===== src/design/ppmg_pkg.sv =====
// shared types and constants for the ppm frame generator
package ppmg_pkg;

   typedef enum logic [1:0] {
      FUNC_TICK   = 2'd0,
      FUNC_WIDTH  = 2'd1,
      FUNC_ENABLE = 2'd2,
      FUNC_NONE   = 2'd3
   } func_type;

   typedef enum logic [1:0] {
      CSR_FRAME_LENGTH  = 2'd0,
      CSR_PULSE_LENGTH  = 2'd1,
      CSR_DEFAULT_WIDTH = 2'd2,
      CSR_UNUSED        = 2'd3
   } csr_index_type;

   localparam logic [15:0] FRAME_LENGTH_RESET  = 16'd22500;
   localparam logic [11:0] PULSE_LENGTH_RESET  = 12'd400;
   localparam logic [15:0] DEFAULT_WIDTH_RESET = 16'd1500;
   localparam logic [17:0] COUNT_MAX           = 18'h3FFFF;

   typedef struct packed {
      func_type    func;
      logic [2:0]  chan_index;
      logic [15:0] width_us;
      logic        enable_value;
   } req_type;

   typedef struct packed {
      logic       output_enabled;
      logic       frame_restart;
      logic [3:0] channel_now;
      logic       signal_level;
   } rsp_type;

endpackage


===== src/design/ppmg_core.sv =====
// frame timing state, interval reload and channel sequencing
module ppmg_core
   import ppmg_pkg::*;
#(
   parameter int NUM_CHANNELS = 8,
   parameter int TICKS_PER_US = 2
) (
   input  logic        clock,
   input  logic        reset,
   input  logic        csr_we,
   input  logic [1:0]  csr_index,
   input  logic [15:0] csr_wdata,
   input  logic        step,
   input  req_type     req,
   output rsp_type     rsp
);

   localparam int CW = $clog2(NUM_CHANNELS + 1);
   localparam int IW = (NUM_CHANNELS > 1) ? $clog2(NUM_CHANNELS) : 1;
   localparam logic signed [5:0] TICKS_S = 6'(TICKS_PER_US);

   logic [15:0]   frame_len_ff;
   logic [11:0]   pulse_len_ff;
   logic [15:0]   widths_ff [NUM_CHANNELS];
   logic [17:0]   countdown_ff, countdown_in;
   logic [CW-1:0] counter_ff, counter_in;
   logic [19:0]   elapsed_ff, elapsed_in;
   logic          next_level_ff, next_level_in;
   logic          line_level_ff, line_level_in;
   logic          enable_ff, enable_in;

   logic               expire;
   logic               hold;
   logic               at_sync;
   logic               restart;
   logic [15:0]        width_sel;
   logic signed [21:0] interval_us;
   logic signed [27:0] interval_ticks;
   logic [17:0]        reload;
   logic [CW+3:0]      counter_ext;
   logic               width_write;

   // configuration registers, default width only matters at reset
   always_ff @(posedge clock) begin
      if (reset) begin
         frame_len_ff <= FRAME_LENGTH_RESET;
         pulse_len_ff <= PULSE_LENGTH_RESET;
      end else if (csr_we) begin
         unique case (csr_index_type'(csr_index))
            CSR_FRAME_LENGTH:  frame_len_ff <= csr_wdata;
            CSR_PULSE_LENGTH:  pulse_len_ff <= csr_wdata[11:0];
            CSR_DEFAULT_WIDTH: ;
            default: ;
         endcase
      end
   end

   assign width_write = step && (req.func == FUNC_WIDTH) &&
                        ({2'b00, req.chan_index} < 5'(NUM_CHANNELS));

   always_ff @(posedge clock) begin
      if (reset) begin
         for (int i = 0; i < NUM_CHANNELS; i++) begin
            widths_ff[i] <= DEFAULT_WIDTH_RESET;
         end
      end else if (width_write) begin
         widths_ff[IW'(req.chan_index)] <= req.width_us;
      end
   end

   assign expire    = step && (req.func == FUNC_TICK) && (countdown_ff <= 18'd1);
   assign hold      = !enable_ff && (counter_ff == '0);
   assign at_sync   = (counter_ff == CW'(NUM_CHANNELS));
   assign width_sel = widths_ff[counter_ff[IW-1:0]];

   always_comb begin
      if (hold) begin
         interval_us = 22'({6'b0, frame_len_ff});
      end else if (next_level_ff) begin
         interval_us = 22'({10'b0, pulse_len_ff});
      end else if (at_sync) begin
         interval_us = 22'({6'b0, frame_len_ff}) - 22'({10'b0, pulse_len_ff})
                       - 22'({2'b0, elapsed_ff});
      end else begin
         interval_us = 22'({6'b0, width_sel}) - 22'({10'b0, pulse_len_ff});
      end
   end

   assign interval_ticks = 28'(interval_us) * 28'(TICKS_S);

   always_comb begin
      if (interval_ticks < 28'sd1) begin
         reload = 18'd1;
      end else if (interval_ticks > 28'(COUNT_MAX)) begin
         reload = COUNT_MAX;
      end else begin
         reload = interval_ticks[17:0];
      end
   end

   always_comb begin
      countdown_in  = countdown_ff;
      counter_in    = counter_ff;
      elapsed_in    = elapsed_ff;
      next_level_in = next_level_ff;
      line_level_in = line_level_ff;
      enable_in     = enable_ff;
      restart       = 1'b0;
      if (expire) begin
         countdown_in = reload;
         if (!hold) begin
            line_level_in = next_level_ff;
            next_level_in = !next_level_ff;
            if (!next_level_ff) begin
               if (at_sync) begin
                  counter_in = '0;
                  elapsed_in = '0;
                  restart    = 1'b1;
               end else begin
                  counter_in = counter_ff + CW'(1);
                  elapsed_in = elapsed_ff + 20'(width_sel);
               end
            end
         end
      end else if (step && (req.func == FUNC_TICK)) begin
         countdown_in = countdown_ff - 18'd1;
      end else if (step && (req.func == FUNC_ENABLE)) begin
         enable_in = req.enable_value;
      end
   end

   always_ff @(posedge clock) begin
      if (reset) begin
         countdown_ff  <= 18'd1;
         counter_ff    <= '0;
         elapsed_ff    <= '0;
         next_level_ff <= 1'b1;
         line_level_ff <= 1'b0;
         enable_ff     <= 1'b0;
      end else begin
         countdown_ff  <= countdown_in;
         counter_ff    <= counter_in;
         elapsed_ff    <= elapsed_in;
         next_level_ff <= next_level_in;
         line_level_ff <= line_level_in;
         enable_ff     <= enable_in;
      end
   end

   assign counter_ext = (CW + 4)'(counter_in);

   always_comb begin
      rsp.signal_level   = line_level_in;
      rsp.channel_now    = counter_ext[3:0];
      rsp.frame_restart  = restart;
      rsp.output_enabled = enable_in;
   end

endmodule


===== src/design/ppm_frame_generator.sv =====
// top level of the ppm frame generator: request register, core, response register
// a request passes from the request register through the core into the response register
// throughput: one request per cycle while the response is not stalled, set by the state update in the core
// a stalled response blocks requests once the request register also holds one
// reset is synchronous and active high; it clears both handshake stages and all timing state
// channel widths come out of reset at the default width, registers at their reset values
module ppm_frame_generator
   import ppmg_pkg::*;
#(
   parameter int NUM_CHANNELS = 8,
   parameter int TICKS_PER_US = 2
) (
   input  logic        clock,
   input  logic        reset,
   input  logic        req_tvalid,
   output logic        req_tready,
   input  logic [23:0] req_tdata,   // chan_index, width_us, enable_value, zero pad
   input  logic [1:0]  req_tuser,   // func
   output logic        rsp_tvalid,
   input  logic        rsp_tready,
   output logic [7:0]  rsp_tdata,   // signal_level, channel_now, frame_restart, output_enabled, pad
   input  logic        csr_we,
   input  logic [1:0]  csr_index,
   input  logic [15:0] csr_wdata
);

   logic    in_valid_ff, in_valid_in;
   req_type in_req_ff, in_req_in;
   logic    out_valid_ff, out_valid_in;
   rsp_type out_rsp_ff;
   rsp_type core_rsp;
   logic    proc_fire;

   assign proc_fire  = in_valid_ff && (!out_valid_ff || rsp_tready);
   assign req_tready = !in_valid_ff || proc_fire;

   always_comb begin
      in_req_in.func         = func_type'(req_tuser);
      in_req_in.chan_index   = req_tdata[2:0];
      in_req_in.width_us     = req_tdata[18:3];
      in_req_in.enable_value = req_tdata[19];
      in_valid_in  = (req_tvalid && req_tready) || (in_valid_ff && !proc_fire);
      out_valid_in = proc_fire || (out_valid_ff && !rsp_tready);
   end

   always_ff @(posedge clock) begin
      if (reset) begin
         in_valid_ff  <= 1'b0;
         out_valid_ff <= 1'b0;
      end else begin
         in_valid_ff  <= in_valid_in;
         out_valid_ff <= out_valid_in;
      end
   end

   always_ff @(posedge clock) begin
      if (req_tvalid && req_tready) begin
         in_req_ff <= in_req_in;
      end
      if (proc_fire) begin
         out_rsp_ff <= core_rsp;
      end
   end

   ppmg_core #(
      .NUM_CHANNELS (NUM_CHANNELS),
      .TICKS_PER_US (TICKS_PER_US)
   ) u_core (
      .clock     (clock),
      .reset     (reset),
      .csr_we    (csr_we),
      .csr_index (csr_index),
      .csr_wdata (csr_wdata),
      .step      (proc_fire),
      .req       (in_req_ff),
      .rsp       (core_rsp)
   );

   assign rsp_tvalid = out_valid_ff;
   assign rsp_tdata  = {1'b0, out_rsp_ff};

endmodule


===== config.mk =====
export PLATFORM = sky130hd
export DESIGN_NAME = ppm_frame_generator
export DESIGN_NICKNAME = d
export VERILOG_FILES = /design/src/design/ppmg_pkg.sv /design/src/design/ppmg_core.sv /design/src/design/ppm_frame_generator.sv
export SDC_FILE = /design/constraint.sdc
export NUM_CORES = 1
export LEC_CHECK = 0
export ABC_CLOCK_PERIOD_IN_PS = 6500
export BUFFER_PORTS_ARGS = -buffer_cell sky130_fd_sc_hd__buf_2
export CAP_MARGIN = 20
export CORE_ASPECT_RATIO = 1.75
export CORE_UTILIZATION = 45
export DETAILED_ROUTE_END_ITERATION = 6
export GPL_TIMING_DRIVEN = 0
export PLACE_DENSITY = 0.63
export SYNTH_ARGS = -nofsm -noshare
export SYNTH_HDL_FRONTEND = slang
export SYNTH_SLANG_ARGS = --single-unit

===== constraint.sdc =====
create_clock -name clock -period 6.5 [get_ports clock]
set_input_delay 1.95 -clock clock [delete_from_list [all_inputs] [get_ports clock]]
set_output_delay 1.95 -clock clock [all_outputs]
set_load 0.03 [all_outputs]

==> summary.txt, run 1 <==
Cells and area
  • Area grow syn2layout: 11.4%
  • Area of all placed cells without fillers: 0.0150 mm²
  • Fraction of layout instances using a drive strength above 1: about 12%
  • Highest-count cells in the layout ignoring fill and taps: sky130_fd_sc_hd__edfxtp_1, sky130_fd_sc_hd__nand2_1, sky130_fd_sc_hd__nor2_1, sky130_fd_sc_hd__and2_1, sky130_fd_sc_hd__dfxtp_1
  • Most common library cell in the layout ignoring fill and taps: sky130_fd_sc_hd__edfxtp_1
  • Antenna cells: 0
  • Post-layout nets: 1,485

Clock network
  • CTS tree: yes
  • Worst skew pair latency: 0.56 ns
  • Clock edge transition at the registers on the reported setup and hold paths: 0.07 ns
  • Cell at the root of the clock tree: sky130_fd_sc_hd__clkbuf_16
  • Maximum level of the CTS H-tree: 1
  • CTS buffer count: 23
  • Clk sinks: around 230
  • Max Buffers Root-to-Sink: 3
  • Hold buffers post-CTS: 0

STA
  • Setup Skew: 0.0335 ns
  • Peak clock frequency supported by timing: 162 MHz
  • Final setup violation count: 0
  • Worst slew pin tran: 1.15 ns
  • Minimum clock period after layout: a little over 6 ns
  • Slew Limit Headroom: a little under a quarter
  • Hold Violations, Final: 0
  • Crit share post-route: 95.0%
  • RSZ-0062 raised after global routing: no
  • Post-layout worst setup margin: 0.326 ns
  • Total count of max-transition violations in the final report: 0

Worst setup path
  • Critical path class: reg -> reg
  • Maximum fanout along the worst path: 10
  • Required time at the endpoint of the critical path: 6.92 ns
  • Crit path max-delay cell type: sky130_fd_sc_hd__dfxtp_1
  • Sort of element at the end of the critical path: register
  • Arr. time, crit path: ~6.6 ns
  • Kind of start point of the critical path: register
  • Delay of the slowest cell on the worst path: between 0.4 and 0.5 ns
  • Cell occurring most often along the worst timing path: sky130_fd_sc_hd__o21ai_0

GRT
  • Total gr overflow: 0
  • Global-route usage over all layers: 24.5%
  • First-pass GRT wire length: 56,900 µm
  • Number of global-route vias before repair: 10,500
  • Maximum number of pins on one net before global-route repair: 23
  • Number of antenna violations at the first check in global routing: 0

Yosys
  • EDFF count, synth: 157
  • Synthesized area divided by synthesized cell count: 10.5 µm²
  • FF+latch count, synth: 232
  • Syn_nets: 1,407
  • Fraction of the yosys area taken by sequential cells: 46.1%
  • Netlist area before placement: 0.0135 mm²
  • Unique masters post-synth: 85
  • Portion of synthesized cell area occupied by the leading cell type: 34.9%
  • Primary flip-flop cell chosen by synthesis mapping: sky130_fd_sc_hd__edfxtp_1
  • Largest area contributor in the netlist: sky130_fd_sc_hd__edfxtp_1
  • Synthesis Warnings: 0
  • Gate Count Post-Synth: between 1,000 and 1,500
  • Cell types occupying the most area after synthesis: sky130_fd_sc_hd__edfxtp_1, sky130_fd_sc_hd__dfxtp_1, sky130_fd_sc_hd__ha_1, sky130_fd_sc_hd__mux4_2, sky130_fd_sc_hd__and2_1
  • Async S/R FF share, synth: 0%

Drt
  • DRC Markers: 0
  • Number of design-rule violations left by the first detailed-router iteration: 501
  • Vias after detailed routing: around 10,000
  • Remaining antenna violation count after routing: 0
  • Final routed wire length divided by cell count: about 21 µm
  • Length of the first detailed-routing pass in iterations: 5
  • Final routed wirelength across all metal layers: 36,600 µm
  • Routed via count divided by cell count: 5.81

Run status
  • Result of the run: complete, no violations

Power
  • Peak supply drop: approximately 200 µV
  • Overall power consumption: 3.40 mW
  • Power density over the cells: between 200 and 250 mW/mm²
  • Cell leakage power: approximately 5.3 nW

Job
  • Max-cap violation count: 0

Placement
  • Count of input and output buffers: 52
  • Final RePlAce weighted congestion: 0.948
  • Area of placed instances: between 0.01 and 0.015 mm²
  • HPWL Detailed: 29,500 µm
  • Pre-CTS WS: -0.302 ns

Die
  • Core outline area: 0.0294 mm²
  • Height of the die: approximately 230 µm
  • Die Width: 133 µm
  • Number of I/O pins: 59
  • Initial Util: a little under half
  • Floorplan die area: 0.0307 mm²
  • Site Rows: between 80 and 90

Min path
  • Type of the most critical hold path: reg -> reg
-- through the flow --
stage                     cells  utilization, %  hold WS (ns)  setup TNS (ns)
after floorplan            1289               -         0.434               0
after global placement     1723            48.4         0.443          -0.772
after detailed placement   1724            48.5         0.450           -1.69
after CTS                  1765            51.0         0.459               0
after global routing       1766            51.2         0.472               0
final                      1766            51.2         0.458               0
-- cell type report --
type / count / area [µm²]
fillers: 2698 / 14400
inverters: 56 / 210
multi-input cells: 946 / 6860
repair buffers: 54 / 295
clock buffers: 25 / 583
clock inverters: 17 / 168
plain buffers: 54 / 229
well taps: 382 / 478
flip-flops and latches: 232 / 6220
-- registers in the layout, summed over array words and instances (netlist names) --
signal,count
u_core.elapsed_ff,20
u_core.line_level_ff,1
rsp_tvalid,1
in_valid_ff,1
u_core.next_level_ff,1
u_core.pulse_len_ff,12
u_core.frame_len_ff,16
rsp_tdata,7
u_core.countdown_ff,18
u_core.widths_ff,128
u_core.enable_ff,1
in_req_ff,22
u_core.counter_ff,4
-- Yosys cell counts, types with 11 or more instances --
library cell,number
sky130_fd_sc_hd__a211oi_1,14
sky130_fd_sc_hd__a21o_1,17
sky130_fd_sc_hd__a21oi_1,64
sky130_fd_sc_hd__a22o_1,12
sky130_fd_sc_hd__and2_1,79
sky130_fd_sc_hd__clkbuf_1,46
sky130_fd_sc_hd__dfxtp_1,75
sky130_fd_sc_hd__edfxtp_1,157
sky130_fd_sc_hd__ha_1,65
sky130_fd_sc_hd__inv_1,56
sky130_fd_sc_hd__mux2_2,14
sky130_fd_sc_hd__mux4_2,27
sky130_fd_sc_hd__nand2_1,119
sky130_fd_sc_hd__nand2b_1,28
sky130_fd_sc_hd__nand3_1,17
sky130_fd_sc_hd__nand3b_1,16
sky130_fd_sc_hd__nor2_1,92
sky130_fd_sc_hd__nor2b_1,16
sky130_fd_sc_hd__nor3_1,30
sky130_fd_sc_hd__nor4_1,11
sky130_fd_sc_hd__o21ai_0,38
sky130_fd_sc_hd__or2_2,14
sky130_fd_sc_hd__or3_1,50
sky130_fd_sc_hd__xnor2_1,32
sky130_fd_sc_hd__xor2_1,20
-- final timing paths --
check / startpoint / endpoint / slack (ns) / depth (start not counted)
max: u_core.pulse_len_ff[1] / u_core.countdown_ff[4] / 0.33 / 25
min: u_core.pulse_len_ff[10] / u_core.pulse_len_ff[10] / 0.46 / 2
max reg2reg: u_core.pulse_len_ff[1] / u_core.countdown_ff[4] / 0.33 / 25
min reg2reg: u_core.pulse_len_ff[10] / u_core.pulse_len_ff[10] / 0.46 / 2
-- power breakdown --
group	switching [mW]	internal (mW)
clock	0.603	0.740
combinational	0.259	0.154
sequential	0.0287	1.61
total	0.891	2.51
-- routing by layer --
layer / vias up / GRT usage, % / part of all wire [%]
met4: 0 / 18.4 / 8.2
met5: - / 0 / 0
met1: 4931 / 21.4 / 32
met3: 150 / 3.78 / 3.7
li1: 4922 / - / -
met2: 255 / 48.7 / 56
-- kinds of logic (layout without fill, tap and decap cells) --
family          Yosys count  count (layout)  share of synthesized area (%)
fa+ha+maj                69              69                           6.62
xor+xnor                 52              52                           3.37
simple gates            515             515                           20.2
compound gates          252             252                           13.0
other cells               1               1                         0.0278
flops                   232             232                           46.1
buf+inv                 111             206                           3.19
mux                      57              57                           7.50
-- worst max-delay path: cells and delay by family, from the launching register on --
kind / cells / cell delay [ns]
AO/OA/AOI/OAI: 15 / 3.45
XOR/XNOR: 1 / 0.36
adder cells (fa/ha/maj): 2 / 0.66
buffers and inverters: 3 / 0.53
flip-flops: 1 / 0.44
multiplexers: 1 / 0.14
AND/OR/NAND/NOR: 3 / 0.45
-- timing repair --
action                                  in CTS  in global routing
resized for setup                            4                  4
setup buffers                                0                  0
endpoints found under the setup margin      13                 11
(Power assumes the default switching activity.)
==> run 2, diff against run 1 <==
--- a/config.mk
+++ b/config.mk
@@ -5,14 +5,15 @@
 export SDC_FILE = /design/constraint.sdc
 export NUM_CORES = 1
 export LEC_CHECK = 0
+export ABC_AREA = 1
 export ABC_CLOCK_PERIOD_IN_PS = 6500
 export BUFFER_PORTS_ARGS = -buffer_cell sky130_fd_sc_hd__buf_2
 export CAP_MARGIN = 20
 export CORE_ASPECT_RATIO = 1.75
-export CORE_UTILIZATION = 45
+export CORE_UTILIZATION = 40
 export DETAILED_ROUTE_END_ITERATION = 6
 export GPL_TIMING_DRIVEN = 0
-export PLACE_DENSITY = 0.63
+export PLACE_DENSITY = 0.58
 export SYNTH_ARGS = -nofsm -noshare
 export SYNTH_HDL_FRONTEND = slang
 export SYNTH_SLANG_ARGS = --single-unit
==> run 2 against run 1 <==
  * Die area increased by 21%
  * Synthesized cell count increased by 49%
  * Register-to-register slack improved by 1.1 ns
  * First-iteration DRC count increased by 45%
  * Clock power increased by 21%
  * Wire length increased by 23%
  * Core utilization decreased by 5.3 points
  * Clock-buffer cell count increased by 1
  * Sequential cell count unchanged
  * Global-route usage increased by 0.11 points
  * Critical path type unchanged
  * Largest cell class unchanged
==> summary.txt, run 2 <==
Clock network
  • Worst skew pair latency: 0.54 ns (-0.02 ns)
  • Resize count post-CTS: 0 (-4)
  • Hold buffers post-CTS: 0 (unchanged)
  • Maximum level of the CTS H-tree: 1 (unchanged)
  • Setup Buffers After CTS: 0 (unchanged)
  • Cell at the root of the clock tree: sky130_fd_sc_hd__clkbuf_16
  • CTS buffer count: 24 (+4.3%)
  • CTS tree: yes
  • Clock edge transition at the registers on the reported setup and hold paths: 0.07 ns (about the same)
  • Clk sinks: 232 (unchanged)
  • Max Buffers Root-to-Sink: 3 (unchanged)

GRT
  • Global-route usage over all layers: 24.6% (+0.11 points)
  • Number of antenna violations at the first check in global routing: 0 (unchanged)
  • Total gr overflow: 0 (unchanged)
  • Maximum number of pins on one net before global-route repair: 23 (unchanged)
  • Number of global-route vias before repair: 12,900 (+23%)
  • First-pass GRT wire length: 69,000 µm (+21%)

Cells and area
  • Fraction of layout instances using a drive strength above 1: 9.83% (-2.5 points)
  • Antenna cells: 0 (unchanged)
  • Fill cells: 3,677 (+36%)
  • Final core area utilization: 45.8% (-5.3 points)
  • Flip-flop count of the largest register, all copies and words added: 128 (unchanged)
  • Area of the multi-input gates: 0.00695 mm² (+1.4%)
  • Highest-count cells in the layout ignoring fill and taps: sky130_fd_sc_hd__nand2_1, sky130_fd_sc_hd__nor2_1, sky130_fd_sc_hd__inv_1, sky130_fd_sc_hd__edfxtp_1, sky130_fd_sc_hd__nand3_1
  • Post-layout nets: 2,114 (+42%)
  • Area grow syn2layout: 12.2%
  • Sequential cell area: 0.00622 mm² (unchanged)
  • Most flop-heavy register: u_core.widths_ff
  • Most common library cell in the layout ignoring fill and taps: sky130_fd_sc_hd__nand2_1
  • Biggest regs: u_core.widths_ff x128, in_req_ff x22, u_core.elapsed_ff x20

Worst setup path
  • R2R depth: 24 (-4.0%)
  • Arr. time, crit path: 5.52 ns (-1.07 ns)
  • Delay of the slowest cell on the worst path: 0.56 ns (+0.12 ns)
  • Maximum fanout along the worst path: 10 (unchanged)
  • Crit path max-delay cell type: sky130_fd_sc_hd__clkbuf_1
  • Critical path class: reg -> reg
  • Critical path cell sequence: buf_4 > clkbuf_1 > clkbuf_1 > nor2_1 > o22ai_1 > nor2_1 > a31oi_1 > ha_1 > nand2_1 > nand2_1 > inv_1 > nand2_1 > nand2_1 > nand3_1 > nand3_1 > nand3_1 > a21oi_1 > nor2_1 > nand3_2 > nor2_2 > nand3_4 > buf_6 > nand3_2 > a21oi_2
  • Required time at the endpoint of the critical path: 6.98 ns (+0.06 ns)
  • Cell occurring most often along the worst timing path: sky130_fd_sc_hd__nand2_1
  • Kind of start point of the critical path: register
  • Sort of element at the end of the critical path: register

Yosys
  • Netlist area before placement: 0.0145 mm² (+7.5%)
  • Largest area contributor in the netlist: sky130_fd_sc_hd__edfxtp_1
  • Syn_nets: 2,033 (+44%)
  • Leading post-synthesis cells by instance count: sky130_fd_sc_hd__nand2_1, sky130_fd_sc_hd__nor2_1, sky130_fd_sc_hd__inv_1
  • Unique masters post-synth: 50 (-41%)
  • Most numerous cell in the Yosys netlist: sky130_fd_sc_hd__nand2_1
  • Primary flip-flop cell chosen by synthesis mapping: sky130_fd_sc_hd__edfxtp_1
  • Fraction of the yosys area taken by sequential cells: 42.9% (-3.2 points)
  • Cell types occupying the most area after synthesis: sky130_fd_sc_hd__edfxtp_1, sky130_fd_sc_hd__nand2_1, sky130_fd_sc_hd__dfxtp_1, sky130_fd_sc_hd__nor2_1, sky130_fd_sc_hd__inv_1
  • Synthesized area divided by synthesized cell count: 7.57 µm² (-28%)
  • Synthesis Warnings: 0 (unchanged)
  • Portion of synthesized cell area occupied by the leading cell type: 32.5% (-2.4 points)
  • FF+latch count, synth: 232 (unchanged)
  • Async S/R FF share, synth: 0% (unchanged)
  • EDFF count, synth: 157 (unchanged)
  • Gate Count Post-Synth: 1,915 (+49%)

Drt
  • Length of the first detailed-routing pass in iterations: 5 (unchanged)
  • Routed via count divided by cell count: 5.20 (-11%)
  • Final routed wire length divided by cell count: 18.2 µm (-12%)
  • Final routed wirelength across all metal layers: 45,100 µm (+23%)
  • Number of design-rule violations left by the first detailed-router iteration: 725 (+45%)
  • Vias after detailed routing: 12,900 (+26%)
  • DRC Markers: 0 (unchanged)
  • Remaining antenna violation count after routing: 0 (unchanged)

STA
  • Worst slew pin tran: 0.990 ns (-0.156 ns)
  • RSZ-0062 raised after global routing: no
  • Setup Skew: 0.0135 ns (-0.0200 ns)
  • Crit share post-route: 77.5% (-17 points)
  • Setup tns final: 0 ns (unchanged)
  • Total count of max-transition violations in the final report: 0 (unchanged)
  • Slew Limit Headroom: 33.7% (+11 points)
  • Peak clock frequency supported by timing: 198 MHz (+23%)
  • Final setup violation count: 0 (unchanged)
  • Minimum clock period after layout: 5.04 ns (-1.13 ns)
  • Hold Violations, Final: 0 (unchanged)

Die
  • Site Rows: 91 (+9.6%)
  • Die Width: 146 µm (+9.8%)
  • Number of I/O pins: 59 (unchanged)
  • Floorplan die area: 0.0371 mm² (+21%)
  • Core outline area: 0.0355 mm² (+21%)
  • Height of the die: 254 µm (+9.9%)
  • Initial Util: 40.8% (-5.1 points)

Run status
  • Result of the run: complete, no violations

Min path
  • Count of cells along the worst hold path: 2 (unchanged)
  • Type of the most critical hold path: reg -> reg

Placement
  • HPWL Detailed: 36,000 µm (+22%)
  • Final RePlAce weighted congestion: 0.955 (+0.78%)
  • Count of input and output buffers: 53 (+1.9%)

Power
  • Cell leakage power: 7.17 nW (+35%)
  • Power density over the cells: 237 mW/mm² (+5.0%)
  • Peak supply drop: 227 µV (+15%)

Job
  • Max-cap violation count: 0 (unchanged)
## run 2: layout make-up
class	instances	share of cell area, %
clock buffer	26	3.87
multi-input combinational	1350	42.7
tap	465	3.57
timing repair buffer	55	1.71
sequential	232	38.2
inverter	276	6.36
buffer	57	1.84
clock inverter	18	1.76
## run 2: report_power, final
part | internal (mW) | leakage, nW | switching (mW)
registers | 1.62 | 2.05 | 0.0210
logic | 0.190 | 4.68 | 0.414
clock network | 0.987 | 0.448 | 0.632
total | 2.80 | 7.17 | 1.07
## run 2: worst max-delay path, delay by kind of cell, from the launching register on
kind	cells	cell delay, ns
buffers and inverters	5	1.61
flip-flops	1	0.48
AND/OR/NAND/NOR	14	1.35
AO/OA/AOI/OAI	4	1.13
adder cells (fa/ha/maj)	1	0.39
## run 2: kinds of logic after synthesis
| logic type | after synthesis | synth area share (%) |
|---|---|---|
| and+or+nand+nor | 943 | 27.6 |
| buffers and inverters | 333 | 9.21 |
| AOI/OAI and AO/OA | 299 | 11.8 |
| DFF | 232 | 42.9 |
| adders and majority gates | 69 | 6.16 |
| xor gates and xnor gates | 38 | 2.29 |
| other | 1 | 0.0259 |
## run 2: metal layers
layer,vias up,part of all wire (%),global-route usage (%)
met5,-,0,0
met4,0,7.2,17.0
met3,134,3.1,2.42
met2,323,55,49.6
met1,5993,34,22.8
li1,6435,-,-
## run 2: through the flow
| step | setup slack [ns] | power [mW] | cell area (µm²) | cells | hold slack (ns) |
|---|---|---|---|---|---|
| 3_3_place_gp | 0.706 | 2.26 | 15400 | 2433 | 0.456 |
| 4_1_cts | 1.44 | 3.89 | 16300 | 2479 | 0.475 |
| 2_1_floorplan | 2.28 | 2.10 | 14500 | 1915 | 0.443 |
| 3_5_place_dp | 1.31 | 2.27 | 15400 | 2435 | 0.465 |
| 5_1_grt | 1.17 | 4.01 | 16300 | 2479 | 0.513 |
| 6_report | 1.46 | 3.86 | 16300 | 2479 | 0.472 |
## run 2: final timing paths
| path | startpoint | endpoint | slack, ns |
|---|---|---|---|
| worst max register to register | u_core.counter_ff[0] | u_core.countdown_ff[8] | 1.46 |
| worst min register to register | in_valid_ff | rsp_tvalid | 0.47 |
| worst min-delay path | in_valid_ff | rsp_tvalid | 0.47 |
| worst max-delay path | u_core.counter_ff[0] | u_core.countdown_ff[8] | 1.46 |
==> run 3, diff against run 2 <==
--- a/config.mk
+++ b/config.mk
@@ -5,8 +5,8 @@
 export SDC_FILE = /design/constraint.sdc
 export NUM_CORES = 1
 export LEC_CHECK = 0
-export ABC_AREA = 1
-export ABC_CLOCK_PERIOD_IN_PS = 6500
+export ABC_AREA = 0
+export ABC_CLOCK_PERIOD_IN_PS = 5000
 export BUFFER_PORTS_ARGS = -buffer_cell sky130_fd_sc_hd__buf_2
 export CAP_MARGIN = 20
 export CORE_ASPECT_RATIO = 1.75
==> constraint.sdc (replaced) <==
create_clock -name clock -period 5 [get_ports clock]
set_input_delay 1.5 -clock clock [delete_from_list [all_inputs] [get_ports clock]]
set_output_delay 1.5 -clock clock [all_outputs]
set_load 0.03 [all_outputs]
==> run 3 against run 2 <==
  * Via count shrank 19%
  * First-iteration DRC count is 41% lower
  * Non-clock buffer count up 35
  * Combinational power up 11%
  * Sequential cell count stayed put
  * Critical path depth grew 1
  * Final area down 0.68%
  * Final cell count decreased by 24%
  * Register-to-register slack worse by 1.4 ns
  * Sequential share of layout area is 0.36 points higher
  * Hold slack got worse by 0.012 ns
  * Critical path type unchanged
  * Critical endpoint is now u_core.countdown_ff[6]
==> summary.txt, run 3 (synthesis results as in run 1) <==
GRT
  • Number of global-route vias before repair: 10,700 (-18%)
  • Total gr overflow: 0 (unchanged)
  • First-pass GRT wire length: 59,600 µm (-14%)
  • Number of antenna violations at the first check in global routing: 0 (unchanged)
  • Global-route usage over all layers: 23.0% (-1.6 points)
  • Maximum number of pins on one net before global-route repair: 19 (-17%)

STA
  • Peak clock frequency supported by timing: 202 MHz (+1.8%)
  • Worst slew pin tran: 1.05 ns (+0.0639 ns)
  • Minimum clock period after layout: 4.95 ns (-0.0871 ns)
  • RSZ-0062 raised after global routing: yes
  • Slew Limit Headroom: 29.2% (-4.5 points)
  • Setup Skew: 0.0201 ns (+0.00664 ns)
  • Crit share post-route: 99.0% (+22 points)
  • Hold Violations, Final: 0 (unchanged)
  • Total count of max-transition violations in the final report: 0 (unchanged)
  • Final setup violation count: 0 (unchanged)

Min path
  • Count of cells along the worst hold path: 2 (unchanged)
  • Hold Path End: u_core.pulse_len_ff[11]
  • Beginning of the worst hold path: u_core.pulse_len_ff[11]
  • Type of the most critical hold path: reg -> reg

Clock network
  • Hold buffers post-CTS: 0 (unchanged)
  • Worst skew pair latency: 0.55 ns (about the same)
  • Clock edge transition at the registers on the reported setup and hold paths: 0.07 ns (about the same)
  • CTS buffer count: 24 (unchanged)
  • Max Buffers Root-to-Sink: 3 (unchanged)
  • Maximum level of the CTS H-tree: 1 (unchanged)
  • CTS tree: yes
  • Cell at the root of the clock tree: sky130_fd_sc_hd__clkbuf_16
  • Clk sinks: 232 (unchanged)

Die
  • Number of I/O pins: 59 (unchanged)
  • Site Rows: 88 (-3.3%)
  • Die Width: 141 µm (-3.5%)
  • Floorplan die area: 0.0345 mm² (-6.9%)
  • Initial Util: 40.7% (-0.10 points)
  • Height of the die: 245 µm (-3.5%)
  • Core outline area: 0.0331 mm² (-6.7%)

Worst setup path
  • R2R depth: 25 (+4.2%)
  • Arr. time, crit path: 5.41 ns (-0.11 ns)
  • Sort of element at the end of the critical path: register
  • Required time at the endpoint of the critical path: 5.46 ns (-1.52 ns)
  • Startpoint of the worst register-to-register path: u_core.frame_len_ff[0]
  • Slack of the worst reg-to-reg path: 0.05 ns (-1.41 ns)
  • Kind of start point of the critical path: register
  • Worst R2R End: u_core.countdown_ff[6]
  • Critical path class: reg -> reg
  • Maximum fanout along the worst path: 3 (-7)

Power
  • Share of total power in combinational logic: 14.7% (-0.9 points)
  • Clock share of power: 38.6% (-3.3 points)
  • Switching power as a share of total power: 26.3% (-1.3 points)
  • Power density over the cells: 283 mW/mm² (+19%)
  • Cell leakage power: 5.73 nW (-20%)
  • Switching power summed over all nets: 1.20 mW (+13%)
  • Peak supply drop: 269 µV (+19%)
  • Relative contribution of sequential cells to total power: 46.7% (+4.2 points)
  • P_int: 3.37 mW (+20%)

Cells and area
  • Final core area utilization: 48.8% (+3.0 points)
  • Area grow syn2layout: 19.8%
  • Most common library cell in the layout ignoring fill and taps: sky130_fd_sc_hd__edfxtp_1
  • Post-layout nets: 1,525 (-28%)
  • Highest-count cells in the layout ignoring fill and taps: sky130_fd_sc_hd__edfxtp_1, sky130_fd_sc_hd__nand2_1, sky130_fd_sc_hd__nor2_1, sky130_fd_sc_hd__and2_1, sky130_fd_sc_hd__dfxtp_1
  • Most flop-heavy register: u_core.widths_ff
  • Flip-flop count of the largest register, all copies and words added: 128 (unchanged)
  • Fraction of layout instances using a drive strength above 1: 21.2% (+11 points)
  • Fin cells: 1,873 (-24%)
  • Biggest regs: u_core.widths_ff x128, in_req_ff x22, u_core.elapsed_ff x20
  • Antenna cells: 0 (unchanged)

Drt
  • Final routed wirelength across all metal layers: 38,800 µm (-14%)
  • DRC Markers: 0 (unchanged)
  • Length of the first detailed-routing pass in iterations: 5 (unchanged)
  • Vias after detailed routing: 10,400 (-19%)
  • Remaining antenna violation count after routing: 0 (unchanged)
  • Final routed wire length divided by cell count: 20.7 µm (+14%)
  • Number of design-rule violations left by the first detailed-router iteration: 425 (-41%)
  • Routed via count divided by cell count: 5.55 (+6.7%)

Placement
  • Count of input and output buffers: 52 (-1.9%)
  • Final RePlAce weighted congestion: 0.975 (+2.1%)
  • HPWL Detailed: 29,900 µm (-17%)
  • Number of cells in the design after placement: 1,792 (-26%)

Job
  • Max-cap violation count: 0 (unchanged)

Run status
  • Result of the run: complete, no violations
-- run 3: cell count changes in the layout (fill, tap and decap cells not counted), sizes merged, moves of 32 or more --
cell   delta
nor2    -196
inv     -209
and2     +77
a21oi    -59
or3      +51
nand2   -333
mux4     +32
o21ai    -70
nand3   -153
-- run 3: worst max-delay path by stage --
stage | endpoint | start | slack, ns
finish | u_core.countdown_ff[6] | u_core.frame_len_ff[0] | 0.05
global route | u_core.countdown_ff[6] | u_core.pulse_len_ff[1] | -0.11
CTS | u_core.countdown_ff[9] | u_core.counter_ff[0] | -0.09
detailed placement | u_core.countdown_ff[6] | u_core.counter_ff[1] | -1.38
global placement | u_core.countdown_ff[6] | u_core.counter_ff[1] | -1.32
floorplan | u_core.countdown_ff[9] | u_core.counter_ff[0] | 0.05
-- run 3: timing repair --
item,4_1_cts,5_1_grt
endpoints found under the hold margin,0,0
gates resized for setup,82,82
setup endpoints to repair,35,28
pin swaps,21,62
buffers inserted,19,23
gates cloned,0,1
-- run 3: area by class of cell --
type | instances | area [µm²]
Fill cell | 3057 | 17000
Multi-Input combinational cell | 946 | 7460
Sequential cell | 232 | 6230
Timing Repair Buffer | 96 | 643
Clock buffer | 29 | 619
Tap cell | 450 | 563
Buffer | 51 | 308
Inverter | 56 | 215
Clock inverter | 13 | 134
-- run 3: worst max-delay path, cell delays in order, from the launching register on --
cell and delay, ns:
sky130_fd_sc_hd__dfxtp_4 0.37, sky130_fd_sc_hd__inv_4 0.06, sky130_fd_sc_hd__ha_4 0.15, sky130_fd_sc_hd__fa_2 0.22, sky130_fd_sc_hd__nand2b_4 0.14, sky130_fd_sc_hd__a21boi_4 0.05, sky130_fd_sc_hd__o21ai_2 0.15, sky130_fd_sc_hd__a21oi_2 0.08
sky130_fd_sc_hd__o2111a_2 0.28, sky130_fd_sc_hd__or4_4 0.57, sky130_fd_sc_hd__xor2_4 0.20, sky130_fd_sc_hd__ha_4 0.23, sky130_fd_sc_hd__a21o_1 0.16, sky130_fd_sc_hd__a21oi_2 0.12, sky130_fd_sc_hd__nor2b_1 0.07, sky130_fd_sc_hd__a41oi_2 0.19
sky130_fd_sc_hd__nand3_2 0.16, sky130_fd_sc_hd__buf_6 0.16, sky130_fd_sc_hd__a31oi_4 0.17, sky130_fd_sc_hd__xnor2_4 0.16, sky130_fd_sc_hd__a21oi_2 0.10, sky130_fd_sc_hd__a31oi_4 0.18, sky130_fd_sc_hd__buf_6 0.13, sky130_fd_sc_hd__buf_6 0.09
sky130_fd_sc_hd__or4b_4 0.48, sky130_fd_sc_hd__a311oi_2 0.20
-- run 3: power by group through the flow --
stage,registers [mW],logic (mW),clock network [mW]
after detailed placement,2.18,0.522,0
after floorplan,2.16,0.368,0
after global placement,2.17,0.514,0
final,2.14,0.672,1.77
after global routing,2.14,0.726,1.87
after CTS,2.14,0.574,1.81
-- run 3: metrics by stage --
stage / setup WS [ns] / cell area (µm²) / hold slack, ns / TNS [ns] / total power [mW]
2_1_floorplan: 0.0459 / 13500 / 0.434 / 0 / 2.53
3_3_place_gp: -1.32 / 14300 / 0.445 / -28.01 / 2.69
3_5_place_dp: -1.38 / 14400 / 0.449 / -29.88 / 2.70
4_1_cts: -0.0858 / 15600 / 0.458 / -0.201 / 4.52
5_1_grt: -0.113 / 16200 / 0.477 / -0.379 / 4.74
6_report: 0.0480 / 16200 / 0.460 / 0 / 4.57
-- run 3: per-layer routing --
metal / vias to the layer above / share of wire [%] / GRT usage, %
met1: 5012 / 33 / 21.4
met4: 0 / 7.0 / 15.3
met3: 133 / 2.9 / 2.54
li1: 5001 / - / -
met5: - / 0 / 0
met2: 241 / 57 / 46.0
